<file path="config.mk">
export PLATFORM = sky130hd
export DESIGN_NAME = current_pulse_position_counter_unit
export DESIGN_NICKNAME = d
export VERILOG_FILES = /design/src/hdl/cpcc_pkg.sv /design/src/hdl/current_pulse_position_counter_unit.sv /design/src/hdl/cpcc_div.sv
export SDC_FILE = /design/constraint.sdc
export NUM_CORES = 1
export LEC_CHECK = 0
export ABC_CLOCK_PERIOD_IN_PS = 9070
export BUFFER_PORTS_ARGS = -buffer_cell sky130_fd_sc_hd__buf_2
export CAP_MARGIN = 10
export CORE_MARGIN = 3
export CORE_UTILIZATION = 40
export DETAILED_ROUTE_END_ITERATION = 8
export PLACE_DENSITY_LB_ADDON = 0.12
export SYNTH_ARGS = -nofsm -noshare
export SYNTH_HDL_FRONTEND = slang
export SYNTH_SLANG_ARGS = --single-unit
</file>
<file path="constraint.sdc">
create_clock -name clk -period 9.07 [get_ports clk]
set_input_delay 1.814 -clock clk [delete_from_list [all_inputs] [get_ports clk]]
set_output_delay 1.814 -clock clk [all_outputs]
set_load 0.05 [all_outputs]
</file>
<file path="src/hdl/cpcc_pkg.sv">
// shared types and constants of the current pulse position counter
package cpcc_pkg;

  localparam int DIV_W = 8;

  localparam logic [7:0] LIMIT_RESET = 8'd50;
  localparam logic signed [11:0] CUR_ON_MIN = 12'sd1;
  localparam logic signed [11:0] CUR_CAL_MIN = 12'sd3;
  localparam logic signed [11:0] CUR_CAL_MAX = 12'sd250;
  localparam logic signed [10:0] FRAC_WRAP = 11'sd200;
  localparam logic [7:0] START_DELAY = 8'd2;

  localparam logic OP_SAMPLE = 1'b0;
  localparam logic OP_CLEAR = 1'b1;

  localparam logic [1:0] DIR_UP = 2'd1;
  localparam logic [1:0] DIR_DOWN = 2'd2;

  typedef struct packed {
    logic               op;
    logic [1:0]         drive_index;
    logic [1:0]         direction;
    logic signed [11:0] motor_current;
  } in_word_t;

  typedef struct packed {
    logic [1:0]         drive_echo;
    logic signed [15:0] position;
  } out_word_t;

endpackage

</file>
<file path="src/hdl/current_pulse_position_counter_unit.sv">
// top level: per-drive position estimate from motor current samples
//
//  channel | ports                        | direction
//  input   | in_valid, in_stall, in_data  | item in, stall out
//  result  | out_valid, out_stall, out_data | word out, stall in
//  config  | cfg_we, cfg_wdata            | off_time_limit write
//
// each word passes through 8 steps of the shared serial divider, the registered divider
// done, and an update step that writes the result register, then returns to idle with
// in_stall low; in_stall is high from accept until that return to idle.
// the next word is taken once the update is done, even while the result waits.
// reset clears all per-drive state and sets off_time_limit to 50.
// out_stall holds the result register; the update waits only if it is still full.
module current_pulse_position_counter_unit #(
  parameter int DRIVE_COUNT = 2
) (
  input  logic                clk,
  input  logic                rst_n,
  input  logic                in_valid,
  output logic                in_stall,
  input  cpcc_pkg::in_word_t  in_data,
  output logic                out_valid,
  input  logic                out_stall,
  output cpcc_pkg::out_word_t out_data,
  input  logic                cfg_we,
  input  logic [7:0]          cfg_wdata
);
  import cpcc_pkg::*;

  localparam int DRV_W = (DRIVE_COUNT > 1) ? $clog2(DRIVE_COUNT) : 1;

  localparam logic [1:0] ST_IDLE = 2'd0;
  localparam logic [1:0] ST_DIV  = 2'd1;
  localparam logic [1:0] ST_UPD  = 2'd2;

  logic [1:0] state_r, state_nxt;
  logic [7:0] lim_r;

  in_word_t item_r;
  logic     item_ok_r;

  logic signed [15:0] pos_r  [DRIVE_COUNT];
  logic signed [9:0]  frac_r [DRIVE_COUNT];
  logic [7:0]         off_r  [DRIVE_COUNT];
  logic [7:0]         on_r   [DRIVE_COUNT];

  out_word_t out_data_r;
  logic      out_valid_r;

  logic             in_accept;
  logic [7:0]       cal_cur;
  logic [DIV_W-1:0] div_dividend;
  logic             div_done;
  logic [DIV_W-1:0] div_q;
  logic             upd_fire;

  logic [DRV_W-1:0]   idx;
  logic signed [15:0] pos_nxt;
  logic signed [10:0] frac_sum;
  logic signed [9:0]  frac_nxt;
  logic [7:0]         off_nxt, on_nxt;
  logic               counting;

  assign in_stall  = (state_r != ST_IDLE);
  assign in_accept = in_valid && !in_stall;

  // current clamped to the calibrated range
  always_comb begin
    if (in_data.motor_current < CUR_CAL_MIN) begin
      cal_cur = CUR_CAL_MIN[7:0];
    end else if (in_data.motor_current > CUR_CAL_MAX) begin
      cal_cur = CUR_CAL_MAX[7:0];
    end else begin
      cal_cur = in_data.motor_current[7:0];
    end
  end

  assign div_dividend = CUR_CAL_MAX[7:0] - cal_cur;

  cpcc_div u_div (
    .clk      (clk),
    .rst_n    (rst_n),
    .start    (in_accept),
    .dividend (div_dividend),
    .divisor  (cal_cur),
    .done     (div_done),
    .quotient (div_q)
  );

  assign idx      = item_r.drive_index[DRV_W-1:0];
  assign upd_fire = (state_r == ST_UPD) && (!out_valid_r || !out_stall);

  always_comb begin
    pos_nxt  = pos_r[idx];
    frac_nxt = frac_r[idx];
    off_nxt  = off_r[idx];
    on_nxt   = on_r[idx];
    frac_sum = '0;
    counting = 1'b0;
    if (item_r.op == OP_CLEAR) begin
      pos_nxt = '0;
    end else begin
      if (item_r.motor_current < CUR_ON_MIN) begin
        if (off_r[idx] < lim_r) begin
          off_nxt = off_r[idx] + 8'd1;
        end
        on_nxt   = '0;
        frac_nxt = '0;
      end else begin
        off_nxt = '0;
        if (on_r[idx] < lim_r) begin
          on_nxt = on_r[idx] + 8'd1;
        end
      end
      counting = (on_nxt > START_DELAY) && (off_nxt < lim_r);
      if (counting && item_r.direction == DIR_UP) begin
        frac_sum = 11'(frac_nxt) + $signed({3'b000, div_q});
        if (frac_sum > FRAC_WRAP) begin
          frac_nxt = 10'(frac_sum - FRAC_WRAP);
          pos_nxt  = pos_nxt + 16'sd2;
        end else begin
          frac_nxt = 10'(frac_sum);
          pos_nxt  = pos_nxt + 16'sd1;
        end
      end else if (counting && item_r.direction == DIR_DOWN) begin
        frac_sum = 11'(frac_nxt) - $signed({3'b000, div_q});
        if (frac_sum < 0) begin
          frac_nxt = 10'(frac_sum + FRAC_WRAP);
          pos_nxt  = pos_nxt - 16'sd2;
        end else begin
          frac_nxt = 10'(frac_sum);
          pos_nxt  = pos_nxt - 16'sd1;
        end
      end
    end
  end

  always_comb begin
    state_nxt = state_r;
    case (state_r)
      ST_IDLE: begin
        if (in_accept) begin
          state_nxt = ST_DIV;
        end
      end
      ST_DIV: begin
        if (div_done) begin
          state_nxt = ST_UPD;
        end
      end
      ST_UPD: begin
        if (upd_fire) begin
          state_nxt = ST_IDLE;
        end
      end
      default: state_nxt = ST_IDLE;
    endcase
  end

  always_ff @(posedge clk) begin
    if (!rst_n) begin
      state_r     <= ST_IDLE;
      lim_r       <= LIMIT_RESET;
      out_valid_r <= 1'b0;
      for (int i = 0; i < DRIVE_COUNT; i++) begin
        pos_r[i]  <= '0;
        frac_r[i] <= '0;
        off_r[i]  <= '0;
        on_r[i]   <= '0;
      end
    end else begin
      state_r <= state_nxt;
      if (cfg_we) begin
        lim_r <= cfg_wdata;
      end
      if (upd_fire) begin
        out_valid_r <= 1'b1;
      end else if (!out_stall) begin
        out_valid_r <= 1'b0;
      end
      if (upd_fire && item_ok_r) begin
        pos_r[idx]  <= pos_nxt;
        frac_r[idx] <= frac_nxt;
        off_r[idx]  <= off_nxt;
        on_r[idx]   <= on_nxt;
      end
    end
  end

  always_ff @(posedge clk) begin
    if (in_accept) begin
      item_r    <= in_data;
      item_ok_r <= (32'(in_data.drive_index) < DRIVE_COUNT);
    end
    if (upd_fire) begin
      out_data_r.drive_echo <= item_r.drive_index;
      out_data_r.position   <= item_ok_r ? pos_nxt : 16'sd0;
    end
  end

  assign out_valid = out_valid_r;
  assign out_data  = out_data_r;

`ifndef SYNTH
  a_bad_drive_zero: assert property (@(posedge clk) disable iff (!rst_n)
    (out_valid_r && (32'(out_data_r.drive_echo) >= DRIVE_COUNT))
      |-> (out_data_r.position == 16'sd0))
    else $error("out of range drive returned nonzero position");

  a_frac_range: assert property (@(posedge clk) disable iff (!rst_n)
    (upd_fire && item_ok_r) |-> (frac_nxt >= 0 && 11'(frac_nxt) <= FRAC_WRAP))
    else $error("fraction accumulator out of range");

  a_done_in_div: assert property (@(posedge clk) disable iff (!rst_n)
    div_done |-> (state_r == ST_DIV))
    else $error("divider finished outside the divide state");
`endif

endmodule

</file>
<file path="src/hdl/cpcc_div.sv">
// restoring serial divider, one quotient bit per cycle
module cpcc_div (
  input  logic                       clk,
  input  logic                       rst_n,
  input  logic                       start,
  input  logic [cpcc_pkg::DIV_W-1:0] dividend,
  input  logic [cpcc_pkg::DIV_W-1:0] divisor,
  output logic                       done,
  output logic [cpcc_pkg::DIV_W-1:0] quotient
);
  import cpcc_pkg::*;

  localparam int CNT_W = $clog2(DIV_W);

  logic             busy_r, busy_nxt;
  logic             done_r, done_nxt;
  logic [CNT_W-1:0] cnt_r, cnt_nxt;
  logic [DIV_W-1:0] rem_r, rem_nxt;
  logic [DIV_W-1:0] q_r, q_nxt;
  logic [DIV_W-1:0] dsr_r, dsr_nxt;
  logic [DIV_W:0]   rem_sh;
  logic [DIV_W+1:0] diff;

  assign rem_sh = {rem_r, q_r[DIV_W-1]};
  assign diff   = {1'b0, rem_sh} - {2'b00, dsr_r};

  always_comb begin
    busy_nxt = busy_r;
    done_nxt = 1'b0;
    cnt_nxt  = cnt_r;
    rem_nxt  = rem_r;
    q_nxt    = q_r;
    dsr_nxt  = dsr_r;
    if (start) begin
      busy_nxt = 1'b1;
      cnt_nxt  = '0;
      rem_nxt  = '0;
      q_nxt    = dividend;
      dsr_nxt  = divisor;
    end else if (busy_r) begin
      // dividend bits shift out the top as quotient bits shift in
      if (diff[DIV_W+1]) begin
        rem_nxt = rem_sh[DIV_W-1:0];
        q_nxt   = {q_r[DIV_W-2:0], 1'b0};
      end else begin
        rem_nxt = diff[DIV_W-1:0];
        q_nxt   = {q_r[DIV_W-2:0], 1'b1};
      end
      cnt_nxt = cnt_r + 1'b1;
      if (cnt_r == CNT_W'(DIV_W - 1)) begin
        busy_nxt = 1'b0;
        done_nxt = 1'b1;
      end
    end
  end

  always_ff @(posedge clk) begin
    if (!rst_n) begin
      busy_r <= 1'b0;
      done_r <= 1'b0;
      cnt_r  <= '0;
    end else begin
      busy_r <= busy_nxt;
      done_r <= done_nxt;
      cnt_r  <= cnt_nxt;
    end
    rem_r <= rem_nxt;
    q_r   <= q_nxt;
    dsr_r <= dsr_nxt;
  end

  assign done     = done_r;
  assign quotient = q_r;

`ifndef SYNTH
  a_rem_below_divisor: assert property (@(posedge clk) disable iff (!rst_n)
    done_r |-> (rem_r < dsr_r))
    else $error("divider remainder not below divisor");
`endif

endmodule
</file>
# --- Word level (Yosys, flattened, before mapping) ---
# Memory sizes are Yosys's and may differ from the RTL's. A register that Yosys moved wholly into a read port is not among the register bits.
# Index checks and enable logic that the tools add are counted.
word_totals:
  out_inout_bits: 20
  in_bits: 30
  mem_bits_rw: 84
  word_cells: 130
  mem_count: 4
  register_bits: 76
op_classes:
  n_eq_ne: 9
  reduce_logical: 20
  muxes: 56
  magnitude_cmp: 10
  add_sub_neg: 13
  bitwise_logic: 2
mem_list:
  columns: ["name", "words", "width", "read_ports", "rd_ports_with_merged_regs", "write_ports", "line_no", "text"]
  rows:
  - ["pos_r", 2, 16, 1, 1, 2, "current_pulse_position_counter_unit.sv:42", "logic signed [15:0] pos_r [DRIVE_COUNT];"]
  - ["frac_r", 2, 10, 1, 1, 2, "current_pulse_position_counter_unit.sv:43", "logic signed [9:0] frac_r [DRIVE_COUNT];"]
  - ["off_r", 2, 8, 1, 1, 2, "current_pulse_position_counter_unit.sv:44", "logic [7:0] off_r [DRIVE_COUNT];"]
  - ["on_r", 2, 8, 1, 1, 2, "current_pulse_position_counter_unit.sv:45", "logic [7:0] on_r [DRIVE_COUNT];"]
ops:
  columns: ["op", "n"]
  rows:
  - ["two-way mux 8 bit", 15]
  - ["two-way mux 16 bit", 6]
  - ["two-way mux 10 bit", 8]
  - ["< comparator 8 bit", 3]
  - ["two-way mux 1 bit", 23]
  - ["adder 16 x 2 -> 16 bit, second input constant", 1]
  - ["adder 16 x 3 -> 16 bit, second input constant", 1]
  - ["adder 8 x 1 -> 8 bit, second input constant", 2]
  - ["OR reduction 16 bit", 1]
  - ["OR reduction 8 bit", 2]
  - ["subtractor 16 x 2 -> 16 bit, second input constant", 1]
  - ["subtractor 16 x 3 -> 16 bit, second input constant", 1]
  - ["> comparator 12 x 9 -> 1 bit, second input constant", 1]
  - ["< comparator 12 x 2 -> 1 bit, second input constant", 1]
  - ["< comparator 12 x 3 -> 1 bit, second input constant", 1]
  - ["adder 10 x 9 -> 11 bit", 1]
  - ["> comparator 11 x 9 -> 1 bit, second input constant", 1]
  - ["< comparator 11 x 1 -> 1 bit, second input constant", 1]
  - ["subtractor 10 x 9 -> 11 bit", 1]
  - ["adder 10 x 9 -> 10 bit, second input constant", 1]
  - ["OR reduction 10 bit", 1]
  - ["subtractor 10 x 9 -> 10 bit, second input constant", 1]
  - ["subtractor 9 x 8 -> 10 bit", 1]
  - ["> comparator 8 x 2 -> 1 bit, second input constant", 1]
  - ["19 further kinds", 34]

# --- Longest topological paths before layout ---
logic_depth:
  ltp_word: 11
  mapped_depth: 30
  depth_no_buf: 24

# --- By module ---
# A second synthesis with hierarchy kept.
hier_totals:
  cells_unflattened: 1146
  area_unflattened_um2: 11272.1
modules_own_cells:
  columns: ["mod", "instances", "area_per_inst_um2", "cells_each"]
  rows:
  - ["current_pulse_position_counter_unit", 1, 9745.6, 1008]
  - ["cpcc_div", 1, 1526.5, 138]

# --- Least setup slack after synthesis ---
# OpenSTA, ideal clock, no wires.
synth_timing:
  path_type: "reg-to-reg"
  start: "register with a tool-made name"
  end: "register out_data_r (netlist bit out_data[14]) (data pin)"
  required_ns: 8.810
  path_slack_ns: 2.346
  arrival_time_ns: 6.464
  stages_incl_launch_ff: 28
  period_less_slack_ns: 6.724
  path_buffers: 7
  path_cell_list: "dfxtp_1 -> buf_6 -> buf_6 -> buf_6 -> buf_2 -> buf_1 -> clkbuf_1 -> mux2i_1 -> inv_1 -> ha_1 -> a21boi_0 -> o21ai_0 -> nand4b_1 -> clkbuf_1 -> nor2_1 -> xnor2_1 -> nor2_1 -> ha_1 -> a21o_1 -> a21o_1 -> a211oi_1 -> nand2_1 -> a311o_1 -> or4_4 -> or4b_1 -> a21o_1 -> o31a_2 -> mux2_4"
synth_lines:
  columns: ["element", "line_no", "text"]
  rows:
  - ["end, declared", "current_pulse_position_counter_unit.sv:47", "out_word_t out_data_r;"]

==> flow_summary.json <==
{
  "cp-start-kind": "register",
  "drive_above_1_share": 0.127,
  "cts-resized-gates": 0,
  "numCtsBuffers": 17,
  "rows": 59,
  "tightestPinTransition_ps": 867,
  "fmax_mhz": 148,
  "cts_sinks": 161,
  "required_ps": 9260,
  "hold_path_class": "register to register",
  "rsz0062_at_grt": "no",
  "cpPeakStageDelay_ps": 660,
  "cp_common_cell": "a21o_1",
  "initial_utilization": 0.411,
  "syn2layout_area_growth_pct": 10.9,
  "status": "finished clean",
  "grt_pass1_vias": 8234,
  "syn-mean-instance-area_um2": 9.67,
  "pin_count": 50,
  "setup_viol": 0,
  "critPathTopFamily": "simple AND/OR/NAND/NOR gates",
  "viasPerCell": 5.72,
  "endpoint_kind": "register",
  "track_usage": 0.194,
  "ir_drop_v": 0.0000926,
  "finish.utilization": 0.456,
  "grt_start_max_net_pins": 37,
  "clk_pin_slew_ps": 70,
  "remaining_drc_errors": 0,
  "skew_ps": 23.6,
  "ant_nets": 0,
  "power_density_nw_per_um2": 175,
  "worst-path-buf-inv": 3,
  "dp_hpwl_mm": 19.8,
  "synth_edf_count": 136,
  "synth_fp_nets": 1203,
  "drt_iter0_markers": 535,
  "maxSlewHeadroom": 0.422,
  "syn_inst": 1116,
  "synth-seq-cells": 161,
  "criticalPathCategory": "register to register",
  "post-route-period-util": 0.743,
  "ctsRootBufferMaster": "clkbuf_16",
  "die_w_um": 170,
  "antenna_cells": 0,
  "leakage_nw": 4.59,
  "io_buffers": 49,
  "critPathSlowestCell": "dfxtp_2",
  "synth_area_um2": 10800,
  "ys_async_sr_fraction": 0,
  "cp_cell_sequence": "buf_4, mux2i_1, inv_1, ha_1, a21boi_0, o21ai_0, nand4b_1, nor2_1, xnor2_1, nor2_1, ha_1, a21o_1, a21o_1, a211oi_1, nand2_1, a311o_1, buf_4, or4_4, or4b_1, a21o_1, o31a_2, mux2_4",
  "r2r_setup_slack_ps": 2330,
  "hold_buffers": 0,
  "hold_viol_final": 0,
  "fin_nets": 1243,
  "die_height_um": 170,
  "synth_seq_area_share": 0.425,
  "via_count": 8598,
  "arrival_ps": 6930,
  "grt_pass1_wl_mm": 45.0,
  "drv_cap": 0,
  "cts_buffer_depth": 2,
  "gp_congestion": 0.845,
  "multiInputGateArea_um2": 5840,
  "drv_slew": 0,
  "core-area_um2": 26300,
  "whs_ps": 424,
  "cts_tree": "built",
  "ys_types": 91,
  "fill_cells": 2568,
  "routedWlPerCell_um": 18.4,
  "min_period_ps": 6740,
  "layout.area.seq_um2": 4590,
  "wirelength_mm": 27.7,
  "fin_tns_setup_ps": 0,
  "synthFlopType": "edfxtp_1",
  "cts_htree_levels": 4,
  "crit_path_max_fanout": 18,
  "drtPass1Iterations": 5,
  "die_area_um2": 29000,
  "post-cts-setup-buffers": 0,
  "grt.overflow.total": 0,
  "yosysWarnings": 0,
  "insertion_delay_ps": 440,
  "antenna_found_initial": 0
}
[final timing paths]
path	startpoint	endpoint	depth (start not counted)
setup / recovery	register	out_data[14]	22
hold / removal	item_r[15]	out_data[17]	0
setup reg to reg	register	out_data[14]	22
hold reg to reg	item_r[15]	out_data[17]	0
[layout by cell type, fill, tap and decap left out, drive strengths merged, types with 5 or more instances in the layout]
master and count:
o21ai 53, nand3 27, mux2i 57, nand4 11, o21a 8, o211ai 19, a41oi 5, edfxtp 136
a21o 9, buf 63, nor4 6, nand2b 16, and3 11, xor2 10, or3 14, inv 61
or4 7, nor3 20, a31oi 12, and2 18, a32oi 6, nor2b 13, o22ai 13, dfxtp 25
clkbuf 20, nor2 140, or2 7, ha 55, xnor2 33, a21oi 65, nand2 100, a21boi 10
mux2 20, a22oi 9, a211oi 16
[synth_stat cells (13+ instances only)]
| library cell | count | area [um^2] |
|---|---|---|
| nand2_1 | 100 | 375 |
| ha_1 | 55 | 688 |
| edfxtp_1 | 136 | 4080 |
| o22ai_1 | 13 | 81.3 |
| o21ai_0 | 47 | 235 |
| or3_1 | 14 | 87.6 |
| a211oi_1 | 16 | 120 |
| and2_1 | 18 | 113 |
| a21oi_1 | 63 | 315 |
| mux2i_1 | 56 | 561 |
| o211ai_1 | 18 | 135 |
| mux2_2 | 17 | 191 |
| dfxtp_1 | 25 | 500 |
| xnor2_1 | 32 | 280 |
| nor2b_1 | 13 | 81.3 |
| nand3_1 | 27 | 135 |
| inv_1 | 55 | 206 |
| clkbuf_1 | 33 | 124 |
| nor3_1 | 20 | 100 |
| nor2_1 | 140 | 526 |
| nand2b_1 | 16 | 100 |
[metal layers]
| layer | up-vias | part of all wire | GRT usage |
|---|---|---|---|
| li1 | 4233 | - | - |
| met1 | 4145 | 0.48 | 0.274 |
| met2 | 193 | 0.46 | 0.316 |
| met3 | 27 | 0.045 | 0.0258 |
| met4 | 0 | 0.015 | 0.0501 |
| met5 | - | 0 | 0 |
[area by class of cell]
cell class	count	area share
repair buffers	63	0.0293
flip-flops and latches	161	0.383
clock buffers	20	0.0373
clock inverters	12	0.0103
inverters	55	0.0172
well taps	335	0.0350
multi-input cells	858	0.488
[logic make-up after synthesis]
family	after synthesis	synth area share
AOI/OAI and AO/OA	271	0.173
adders and majority gates	59	0.0693
xor gates and xnor gates	43	0.0366
buffers and inverters	97	0.0360
muxes	77	0.0759
and+or+nand+nor	408	0.184
DFF	161	0.425
[state kept, by name, summed over array words and instances, names as in the netlist, named ones only]
name and count:
u_div.quotient 8, lim_r 8, state_r 2, out_data 18, item_r 16, u_div.done 1
pos_r 32, frac_r 20, item_ok_r 1, out_valid 1, u_div.busy_r 1, idx 1
on_r 16, u_div.rem_r 8, u_div.dsr_r 8, u_div.cnt_r 3, off_r 16
[power breakdown]
group          switching (mW)  internal [mW]  total (mW)  leakage (nW)
clock network           0.329          0.393       0.722         0.272
logic                   0.310          0.190       0.500          2.76
registers              0.0306          0.839       0.870          1.56
[stage by stage]
stage          cells  power [mW]  setup slack [ps]  instance area, um^2
6_report        1504        2.09              2330                12000
4_1_cts         1504        2.11              2340                12000
5_1_grt         1504        2.20              1900                12000
2_1_floorplan   1116        1.26              2350                10800
3_5_place_dp    1472        1.38              2360                11400
3_3_place_gp    1472        1.38              2450                11400
[worst register-to-register path, stage by stage (launching register included)]
cell and delay, ps:
dfxtp_2 660, buf_4 380, mux2i_1 440, inv_1 220
ha_1 310, a21boi_0 120, o21ai_0 350, nand4b_1 490
nor2_1 260, xnor2_1 140, nor2_1 60, ha_1 180
a21o_1 170, a21o_1 170, a211oi_1 300, nand2_1 140
a311o_1 340, buf_4 190, or4_4 510, or4b_1 490
a21o_1 170, o31a_2 140, mux2_4 300
Note: power is estimated with default switching activity, not from simulation.
